## src/rtl/cc20_pkg.sv

```systemverilog
`timescale 1ns / 1ps
// ----------------------------------------------------------------------------
// cc20_pkg: shared types and constants for the ChaCha20 stream cipher
// Register indexes, cipher constants, quarter-round schedule, control structs.
// ----------------------------------------------------------------------------
package cc20_pkg;

  localparam int DOUBLE_ROUNDS = 10;
  localparam int RoundBits     = 5;  // counts 2*DOUBLE_ROUNDS rounds

  localparam logic [31:0] SIGMA0 = 32'h61707865;
  localparam logic [31:0] SIGMA1 = 32'h3320646e;
  localparam logic [31:0] SIGMA2 = 32'h79622d32;
  localparam logic [31:0] SIGMA3 = 32'h6b206574;

  // configuration register indexes
  localparam logic [2:0] REG_KEY0    = 3'd0;
  localparam logic [2:0] REG_KEY1    = 3'd1;
  localparam logic [2:0] REG_KEY2    = 3'd2;
  localparam logic [2:0] REG_KEY3    = 3'd3;
  localparam logic [2:0] REG_NONCE0  = 3'd4;
  localparam logic [2:0] REG_NONCE1  = 3'd5;
  localparam logic [2:0] REG_START   = 3'd6;

  // controller -> datapath
  typedef struct packed {
    logic       load_init;   // copy initial state into work state
    logic       qr_en;       // run one quarter round
    logic       diag;        // diagonal round when set
    logic [1:0] qr_sel;      // which of the four quarter rounds
    logic       feed_fwd;    // keystream = work + init
    logic       load_ctr;    // block counter <- start counter
    logic       inc_ctr;     // block counter + 1
  } cc20_cmd_t;

  // four state indexes of one quarter round
  function automatic logic [15:0] qr_index(input logic diag, input logic [1:0] sel);
    logic [3:0] a, b, c, d;
    a = {2'b00, sel};
    if (!diag) begin
      b = {2'b01, sel};
      c = {2'b10, sel};
      d = {2'b11, sel};
    end else begin
      b = {2'b01, sel + 2'd1};
      c = {2'b10, sel + 2'd2};
      d = {2'b11, sel + 2'd3};
    end
    return {d, c, b, a};
  endfunction

endpackage

```

## src/rtl/cc20_datapath.sv

```systemverilog
`timescale 1ns / 1ps
// ----------------------------------------------------------------------------
// cc20_datapath: state, one shared quarter-round unit and keystream store
// Holds the work and keystream words, block counter, and XORs message words.
// ----------------------------------------------------------------------------
module cc20_datapath (
  input  logic                clk,
  input  cc20_pkg::cc20_cmd_t cmd,
  input  logic [255:0]        key,
  input  logic [95:0]         nonce,
  input  logic [31:0]         start_counter,
  input  logic [3:0]          word_pos,
  input  logic [31:0]         data_in,
  input  logic [2:0]          byte_count,
  output logic [31:0]         data_xor
);

  logic [31:0] work [16];
  logic [31:0] ks   [16];
  logic [31:0] init [16];
  logic [31:0] block_counter;
  logic [15:0] idx;
  logic [31:0] a0, b0, c0, d0, a1, b1, c1, d1, a2, b2, c2, d2;
  logic [31:0] mask;

  // initial state
  always_comb begin
    init[0] = cc20_pkg::SIGMA0;
    init[1] = cc20_pkg::SIGMA1;
    init[2] = cc20_pkg::SIGMA2;
    init[3] = cc20_pkg::SIGMA3;
    for (int i = 0; i < 8; i++) init[4+i] = key[32*i +: 32];
    init[12] = block_counter;
    init[13] = nonce[31:0];
    init[14] = nonce[63:32];
    init[15] = nonce[95:64];
  end

  // quarter round on the selected column or diagonal
  always_comb begin
    idx = cc20_pkg::qr_index(cmd.diag, cmd.qr_sel);
    a0 = work[idx[3:0]] + work[idx[7:4]];
    d0 = work[idx[15:12]] ^ a0; d0 = {d0[15:0], d0[31:16]};
    c0 = work[idx[11:8]] + d0;
    b0 = work[idx[7:4]] ^ c0;   b0 = {b0[19:0], b0[31:20]};
    a1 = a0 + b0;
    d1 = d0 ^ a1;               d1 = {d1[23:0], d1[31:24]};
    c1 = c0 + d1;
    b1 = b0 ^ c1;               b1 = {b1[24:0], b1[31:25]};
    a2 = a1; b2 = b1; c2 = c1; d2 = d1;
  end

  always_ff @(posedge clk) begin
    if (cmd.load_ctr) begin
      block_counter <= start_counter;
    end else if (cmd.inc_ctr) begin
      block_counter <= block_counter + 32'd1;
    end
    if (cmd.load_init) begin
      for (int i = 0; i < 16; i++) work[i] <= init[i];
    end else if (cmd.qr_en) begin
      work[idx[3:0]]   <= a2;
      work[idx[7:4]]   <= b2;
      work[idx[11:8]]  <= c2;
      work[idx[15:12]] <= d2;
    end
    if (cmd.feed_fwd) begin
      for (int i = 0; i < 16; i++) ks[i] <= work[i] + init[i];
    end
  end

  // output word, bytes past the count zeroed
  always_comb begin
    unique case (byte_count)
      3'd0:    mask = 32'h0000_0000;
      3'd1:    mask = 32'h0000_00ff;
      3'd2:    mask = 32'h0000_ffff;
      3'd3:    mask = 32'h00ff_ffff;
      default: mask = 32'hffff_ffff;
    endcase
    data_xor = (data_in ^ ks[word_pos]) & mask;
  end

endmodule

```

## src/rtl/cc20_ctrl.sv

```systemverilog
`timescale 1ns / 1ps
// ----------------------------------------------------------------------------
// cc20_ctrl: sequencer for block generation and word handshakes
// Steps the quarter-round schedule and tracks message and word position.
// ----------------------------------------------------------------------------
module cc20_ctrl (
  input  logic                clk,
  input  logic                rst,
  input  logic                in_valid,
  output logic                in_stall,
  input  logic                last_word,
  input  logic                out_stall,
  output logic                out_valid,
  output logic                capture,
  output logic [3:0]          word_pos,
  output cc20_pkg::cc20_cmd_t cmd
);

  typedef enum logic [1:0] {S_IDLE, S_INIT, S_ROUND, S_FEED} state_t;

  state_t                      state;
  logic                        message_active;
  logic                        block_ready;
  logic [cc20_pkg::RoundBits-1:0] round;
  logic [1:0]                  qr;
  logic                        out_free;

  localparam logic [cc20_pkg::RoundBits-1:0] LastRound =
    cc20_pkg::RoundBits'(2 * cc20_pkg::DOUBLE_ROUNDS - 1);

  assign out_free = !out_valid || !out_stall;
  assign in_stall = !(state == S_IDLE && message_active && block_ready && out_free);
  assign capture  = in_valid && !in_stall;

  always_comb begin
    cmd          = '0;
    cmd.diag     = round[0];
    cmd.qr_sel   = qr;
    cmd.load_ctr = (state == S_IDLE) && in_valid && !message_active;
    cmd.load_init = (state == S_INIT);
    cmd.qr_en    = (state == S_ROUND);
    cmd.feed_fwd = (state == S_FEED);
    cmd.inc_ctr  = capture && word_pos == 4'd15 && !last_word;
  end

  // sequencer, message tracking, output valid
  always_ff @(posedge clk) begin
    if (rst) begin
      state          <= S_IDLE;
      message_active <= 1'b0;
      block_ready    <= 1'b0;
      word_pos       <= '0;
      round          <= '0;
      qr             <= '0;
      out_valid      <= 1'b0;
    end else begin
      if (out_valid && !out_stall) out_valid <= 1'b0;
      unique case (state)
        S_IDLE: begin
          if (in_valid && !message_active) begin
            message_active <= 1'b1;
            word_pos       <= '0;
            block_ready    <= 1'b0;
          end else if (in_valid && !block_ready) begin
            state <= S_INIT;
          end else if (capture) begin
            out_valid <= 1'b1;
            word_pos  <= word_pos + 4'd1;
            if (word_pos == 4'd15) block_ready <= 1'b0;
            if (last_word) begin
              message_active <= 1'b0;
              block_ready    <= 1'b0;
              word_pos       <= '0;
            end
          end
        end
        S_INIT: begin
          round <= '0;
          qr    <= '0;
          state <= S_ROUND;
        end
        S_ROUND: begin
          qr <= qr + 2'd1;
          if (qr == 2'd3) begin
            round <= round + 1'b1;
            if (round == LastRound) state <= S_FEED;
          end
        end
        default: begin
          block_ready <= 1'b1;
          state       <= S_IDLE;
        end
      endcase
    end
  end

endmodule

```

## src/rtl/chacha20_stream_cipher.sv

```systemverilog
`timescale 1ns / 1ps
// ----------------------------------------------------------------------------
// chacha20_stream_cipher: ChaCha20 word cipher with a shared quarter-round unit
//
//   channel   signals                                  handshake
//   input     data_in, byte_count, last_word           valid / stall
//   output    data_out, out_byte_count, out_last       valid / stall
//   config    cfg_index, cfg_data                      cfg_valid / cfg_ready
//
// Words within a block are taken back to back while the output is free. The
// first word of a block waits for the block, computed in the init, round and
// feed states by the single quarter-round unit; the first word of a message
// also waits while the block counter loads. Reset is synchronous and clears
// control state and the configuration registers. A stalled output holds its
// item; one new word is taken while the output drains.
// ----------------------------------------------------------------------------
module chacha20_stream_cipher (
  input  logic        clk,
  input  logic        rst,
  input  logic        in_valid,
  output logic        in_stall,
  input  logic [31:0] data_in,
  input  logic [2:0]  byte_count,
  input  logic        last_word,
  output logic        out_valid,
  input  logic        out_stall,
  output logic [31:0] data_out,
  output logic [2:0]  out_byte_count,
  output logic        out_last,
  input  logic        cfg_valid,
  output logic        cfg_ready,
  input  logic [2:0]  cfg_index,
  input  logic [63:0] cfg_data
);

  logic [255:0]        key;
  logic [95:0]         nonce;
  logic [31:0]         start_counter;
  logic                capture;
  logic [3:0]          word_pos;
  logic [31:0]         data_xor;
  cc20_pkg::cc20_cmd_t cmd;

  assign cfg_ready = 1'b1;

  // configuration registers
  always_ff @(posedge clk) begin
    if (rst) begin
      key           <= '0;
      nonce         <= '0;
      start_counter <= '0;
    end else if (cfg_valid) begin
      unique case (cfg_index)
        cc20_pkg::REG_KEY0:   key[63:0]     <= cfg_data;
        cc20_pkg::REG_KEY1:   key[127:64]   <= cfg_data;
        cc20_pkg::REG_KEY2:   key[191:128]  <= cfg_data;
        cc20_pkg::REG_KEY3:   key[255:192]  <= cfg_data;
        cc20_pkg::REG_NONCE0: nonce[63:0]   <= cfg_data;
        cc20_pkg::REG_NONCE1: nonce[95:64]  <= cfg_data[31:0];
        cc20_pkg::REG_START:  start_counter <= cfg_data[31:0];
        default: ;
      endcase
    end
  end

  cc20_ctrl u_ctrl (
    .clk       (clk),
    .rst       (rst),
    .in_valid  (in_valid),
    .in_stall  (in_stall),
    .last_word (last_word),
    .out_stall (out_stall),
    .out_valid (out_valid),
    .capture   (capture),
    .word_pos  (word_pos),
    .cmd       (cmd)
  );

  cc20_datapath u_dp (
    .clk           (clk),
    .cmd           (cmd),
    .key           (key),
    .nonce         (nonce),
    .start_counter (start_counter),
    .word_pos      (word_pos),
    .data_in       (data_in),
    .byte_count    (byte_count),
    .data_xor      (data_xor)
  );

  // output register
  always_ff @(posedge clk) begin
    if (capture) begin
      data_out       <= data_xor;
      out_byte_count <= byte_count;
      out_last       <= last_word;
    end
  end

endmodule

```

## config.mk

```make
export PLATFORM = sky130hd
export DESIGN_NAME = chacha20_stream_cipher
export DESIGN_NICKNAME = d
export VERILOG_FILES = /design/src/rtl/cc20_pkg.sv /design/src/rtl/cc20_datapath.sv /design/src/rtl/cc20_ctrl.sv /design/src/rtl/chacha20_stream_cipher.sv
export SDC_FILE = /design/constraint.sdc
export NUM_CORES = 2
export LEC_CHECK = 0
export BUFFER_PORTS_ARGS = -buffer_cell sky130_fd_sc_hd__buf_2
export CAP_MARGIN = 10
export CORE_MARGIN = 3
export CORE_UTILIZATION = 55
export CTS_BUF_LIST = sky130_fd_sc_hd__clkbuf_2
export CTS_CLUSTER_DIAMETER = 150
export DETAILED_ROUTE_END_ITERATION = 16
export MAX_ROUTING_LAYER = met4
export PLACE_DENSITY = 0.81
export SETUP_SLACK_MARGIN = 0.3
export SLEW_MARGIN = 30
export SYNTH_ARGS = -nofsm -noshare
export SYNTH_HDL_FRONTEND = slang
export SYNTH_SLANG_ARGS = --single-unit
```

## constraint.sdc

```tcl
create_clock -name clk -period 13.3 [get_ports clk]
set_clock_uncertainty 0.2 [all_clocks]
set_input_delay 0.665 -clock clk [delete_from_list [all_inputs] [get_ports clk]]
set_output_delay 0.665 -clock clk [all_outputs]
set_load 0.01 [all_outputs]
```

# Word-level counts from Yosys, hierarchy flattened
# Memories as Yosys holds them, arrays and structs flattened. A register that Yosys moved wholly into a read port is not among the register bits.
# Index checks and enable logic that the tools add are counted.
dict set report totals {
  output_inout_bits 39
  memories 2
  ram_bits 1024
  in_bits 108
  ff_bits 468
}
dict set report classes {
  reduce_logical 42
  eq_ne 23
  mux 56
  n_bitwise 7
  add_sub_neg 26
}
# name depth word_bits read_ports rd_ports_with_merged_regs wr line
set mem_list {}
lappend mem_list {u_dp.ks 16 32 1 1 16 cc20_datapath.sv:19} ;# logic [31:0] ks [16];
lappend mem_list {u_dp.work 16 32 20 1 16 cc20_datapath.sv:18} ;# logic [31:0] work [16];
# op n
set ops {}
lappend ops {{32-bit adder} 16}
lappend ops {{32-bit 2-to-1 mux} 6}
lappend ops {{32-bit bitwise XOR} 5}
lappend ops {{32-bit case mux with 4 select lines} 1}
lappend ops {{32-bit OR reduction} 4}
lappend ops {{32-bit by 31-bit adder with 32-bit output, second input constant} 3}
lappend ops {{4-bit 2-to-1 mux} 12}
lappend ops {{32-bit by 1-bit adder with 32-bit output, second input constant} 1}
lappend ops {{32-bit by 30-bit adder with 32-bit output, second input constant} 1}
lappend ops {{32-bit AND} 1}
lappend ops {{1-bit 2-to-1 mux} 25}
lappend ops {{2-bit AND reduction} 8}
lappend ops {{2-bit 2-to-1 mux} 7}
lappend ops {{3-bit by 2-bit == test with 1-bit output, second input constant} 4}
lappend ops {{4-bit AND reduction} 3}
lappend ops {{1-bit logical AND} 11}
lappend ops {{5-bit case mux with 2 select lines} 1}
lappend ops {{3-bit == test, second input constant} 3}
lappend ops {{2-bit nonzero test} 4}
lappend ops {{2-bit == test, second input constant} 3}
lappend ops {{3-bit by 1-bit == test with 1-bit output, second input constant} 2}
lappend ops {{1-bit logical NOT} 6}
lappend ops {{3-bit logical NOT} 2}
lappend ops {{2-bit by 1-bit != test with 1-bit output, second input constant} 3}
lappend ops {{20 further kinds} 22}

# Logic depth before layout (Yosys ltp)
# An unclocked memory read counts as a cell.
dict set report depth {
  depth_word 12
  depth_mapped 61
  depth_no_buf 58
}

# Modules after synthesis
# From an unflattened synthesis, not the netlist that was laid out.
dict set report hier_totals {
  hier_cells 7833
  hier_area_um2 88233.4
}
# mod instances seq_area_each_um2 area_per_inst_um2 cells_per_inst
set modules_own_cells {}
lappend modules_own_cells {cc20_datapath 1 31710.4 71284.6 6366}
lappend modules_own_cells {chacha20_stream_cipher 1 8768.4 15980.3 1359}
lappend modules_own_cells {cc20_ctrl 1 320.3 968.4 108}

# Worst setup path before layout
# No wires, ideal clock.
dict set report synth_path {
  kind {flip-flop to flip-flop}
  startpoint {reg u_ctrl.qr[0]}
  endpoint {mem u_dp.work[4][1] (data pin)}
  setup_ns 0.260
  synth_period_minus_slack_ns 13.749
  n_path_buf 6
  t_arrival_ns 13.289
  setup_slack_ns -0.449
  path_stages_with_launch 60
  cell_sequence {dfxtp_1 -> buf_6 -> buf_12 -> buf_12 -> buf_2 -> xor2_1 -> clkbuf_1 -> buf_1 -> mux4_2 -> fa_1 -> and2_1 -> a211oi_2 -> a221o_1 -> a21oi_2 -> o31a_1 -> nor2_1 -> o21ai_0 -> xor2_1 -> [24 not listed] -> xnor2_1 -> xor2_1 -> inv_1 -> ha_1 -> fa_1 -> a21o_1 -> a21oi_1 -> o21bai_1 -> a21o_1 -> a21oi_1 -> o41ai_1 -> o221a_2 -> o2111ai_1 -> nand3_1 -> a21boi_0 -> xnor2_1 -> xor2_1 -> mux2_2}
}
# item line
set synth_rtl {}
lappend synth_rtl {{start: declaration} cc20_ctrl.sv:25} ;# logic [1:0] qr;
lappend synth_rtl {{start signal: assignment} cc20_ctrl.sv:83} ;# qr <= qr + 2'd1;
lappend synth_rtl {{end: declaration} cc20_datapath.sv:18}

==> flow_metrics.env <==
export IMPL_firstDrtPassIters=10
export IMPL_finalSetupViolations=0
export IMPL_cts_buffers=399
export IMPL_ys_ff_latch=1498
export IMPL_ios=147
export IMPL_fp_dieArea_um2=163000
export IMPL_routed_wirelength_um=370000
export IMPL_cts_sinks=1498
export IMPL_die_y_um=403
export IMPL_remaining_drc_errors=0
export IMPL_grt_setup_unrepaired="false"
export IMPL_cts_tree="built"
export IMPL_grt_total_usage_pct=45.9
export IMPL_ant_nets=0
export IMPL_final_common_cell="nand2_1"
export IMPL_syn_nets=9019
export IMPL_cts_buffer_depth=4
export IMPL_drive_above_1_share_pct=20.5
export IMPL_mostFrequentLayoutCells="nand2_1, edfxtp_1, a21oi_1, buf_4, clkbuf_2"
export IMPL_ys_types=100
export IMPL_cp_max_fo=4
export IMPL_fin_ws_ns=0.588
export IMPL_r2r_setup_slack_ns=0.59
export IMPL_async_reset_ff_share_pct=0
export IMPL_grt_max_degree=128
export IMPL_numPortBuffers=145
export IMPL_final_fill_count=12200
export IMPL_tns_ns=0
export IMPL_clk_latency_ns=2.06
export IMPL_wire_per_inst_um=30.6
export IMPL_die_w_um=403
export IMPL_clkTransAtPathRegs_ns=0.11
export IMPL_grt_pass1_wl_um=516000
export IMPL_crit_start="u_ctrl.qr[0]$_SDFFE_PP0N_"
export IMPL_max_cap_violations=0
export IMPL_cts_max_level=5
export IMPL_finalMaxSlewViolations=0
export IMPL_place_area_um2=94200
export IMPL_tightest_slew_ns=1.40
export IMPL_cp_end_kind="flip-flop"
export IMPL_fin_crit_ns=12.71
export IMPL_seq_area_um2=40900
export IMPL_hp_start="cfg_data[10]"
export IMPL_via_count=77700
export IMPL_antenna_found_initial=64
export IMPL_finalHoldViolations=0
export IMPL_place_hpwl_um=278000
export IMPL_fmaxAchievable_ghz=0.0787
export IMPL_syn_inst=8384
export IMPL_crit_required_ns=14.85
export IMPL_ys_warn_count=0
export IMPL_cp_arrival_ns=14.26
export IMPL_synth_edff_count=1092
export IMPL_crit_slowest_cell="o41a_1"
export IMPL_num_rows=145
export IMPL_grt_pass1_vias=74900
export IMPL_cpPeakStageDelay_ns=0.43
export IMPL_core_area_um2=157000
export IMPL_crit_family="compound AO/OA/AOI/OAI gates"
export IMPL_via_per_inst=6.42
export IMPL_place_gp_congestion=1.13
export IMPL_area_growth_syn_to_layout_pct=18.3
export IMPL_grt_overflow_total=0
export IMPL_hold_path_class="input port to flip-flop"
export IMPL_start_util_pct=55.4
export IMPL_run_status="finished clean"
export IMPL_post_route_period_util_pct=95.6
export IMPL_r2r_start="u_ctrl.qr[0]$_SDFFE_PP0N_"
export IMPL_multiInputGateArea_um2=45000
export IMPL_synth_area_um2=86800
export IMPL_path_common_cell="a21o_1"
export IMPL_maxSlewHeadroom_pct=6.58
export IMPL_initialDrtViolationCount=11200
export IMPL_synth_flop_cell="edfxtp_1"
export IMPL_worstSetupStartpointType="flip-flop"
export IMPL_yosysSeqAreaShare_pct=47.1
export IMPL_fin_nets=10300
export IMPL_final_cell_area_um2=103000
export IMPL_cp_num_buf_inv=10
export IMPL_path_class="flip-flop to flip-flop"
export IMPL_avgSynthCellArea_um2=10.4
export IMPL_cts_root_buffer="clkbuf_2"
export IMPL_pre_cts_ws_ns=-0.349
[routing by layer]
layer	share of wire, %	track usage, %	wire length (µm)
met5	0	-	0
met1	35	54.5	130000
met3	16	19.0	57600
met2	43	66.0	159000
met4	6.6	26.1	24400
[flip-flops by register name, indices dropped and copies added (netlist names), named ones only]
name / count
u_dp.work: 512
start_counter: 32
nonce: 96
u_ctrl.block_ready: 1
out_last: 1
u_ctrl.word_pos: 4
u_ctrl.qr: 2
u_dp.ks: 512
key: 256
u_ctrl.round: 5
data_out: 32
u_ctrl.message_active: 1
u_dp.block_counter: 32
u_ctrl.out_valid: 1
u_ctrl.state: 2
out_byte_count: 3
[timing repair]
action                     in CTS  in global routing
hold buffers                  339                  2
setup endpoints to repair     108                163
resized for setup              48                127
hold endpoints to repair      542                 14
pin swaps                      33                 86
setup buffers                  27                 20
[per-stage QoR]
step	hold WS [ns]	instances	utilization (%)
6_report	0.221	12100	65.6
3_3_place_gp	0.226	10900	60.2
5_1_grt	0.0486	12100	65.6
3_5_place_dp	0.232	10900	60.2
2_1_floorplan	0.221	8384	-
4_1_cts	0.000516	12000	65.0
[final cells by class]
class	count	share of cell area, %
tap	2058	2.51
clock buffer	623	3.04
timing repair buffer	1186	9.34
inverter	228	0.835
multi-input combinational	6350	43.8
antenna	60	0.146
clock inverter	97	0.433
sequential	1498	39.9
[synthesized netlist by cell type (all sizes together), types with 94 or more instances]
master	number	area share (%)
nand2	1645	7.1
edfxtp	1092	38
a21oi	813	4.7
ha	511	7.4
nor2	502	2.2
o21ai	482	2.8
xnor2	470	4.8
dfxtp	406	9.4
mux4	274	7.1
xor2	272	2.7
clkbuf	268	1.2
inv	226	0.98
a21o	172	1.5
nand3	111	0.64
nor2b	96	0.69
nand2b	94	0.68
nor3	94	0.55
[kinds of logic (layout without fill, tap and decap cells)]
family,after synthesis,in the layout,synth area share (%)
AO/OA/AOI/OAI,1921,1921,13.1
XOR/XNOR,746,746,7.62
adder cells (fa/ha/maj),529,529,7.76
buffers and inverters,536,2134,2.39
flip-flops,1498,1498,47.1
multiplexers,350,350,8.06
other,1,61,0.00432
AND/OR/NAND/NOR,2803,2803,13.9
[worst paths after layout]
path	end	cells past startpoint
worst max-delay path	u_dp.work[4][3]$_DFFE_PP_	63
worst min-delay path	key[202]$_SDFFE_PP0P_	6
worst max register to register	u_dp.work[4][3]$_DFFE_PP_	63
worst min register to register	u_dp.work[8][10]$_DFFE_PP_	2
[worst reg2reg max path, delay by kind of cell, from the launching register on]
family,cells,cell delay [ns]
AOI/OAI and AO/OA,31,6.09
xor gates and xnor gates,7,1.48
adders and majority gates,7,2.02
buffers and inverters,10,1.24
DFF,1,0.38
and+or+nand+nor,8,1.12
Power is left out: the tool's default activity adds up to more than one toggle a clock period on the data nets, which glitch-free logic cannot reach.
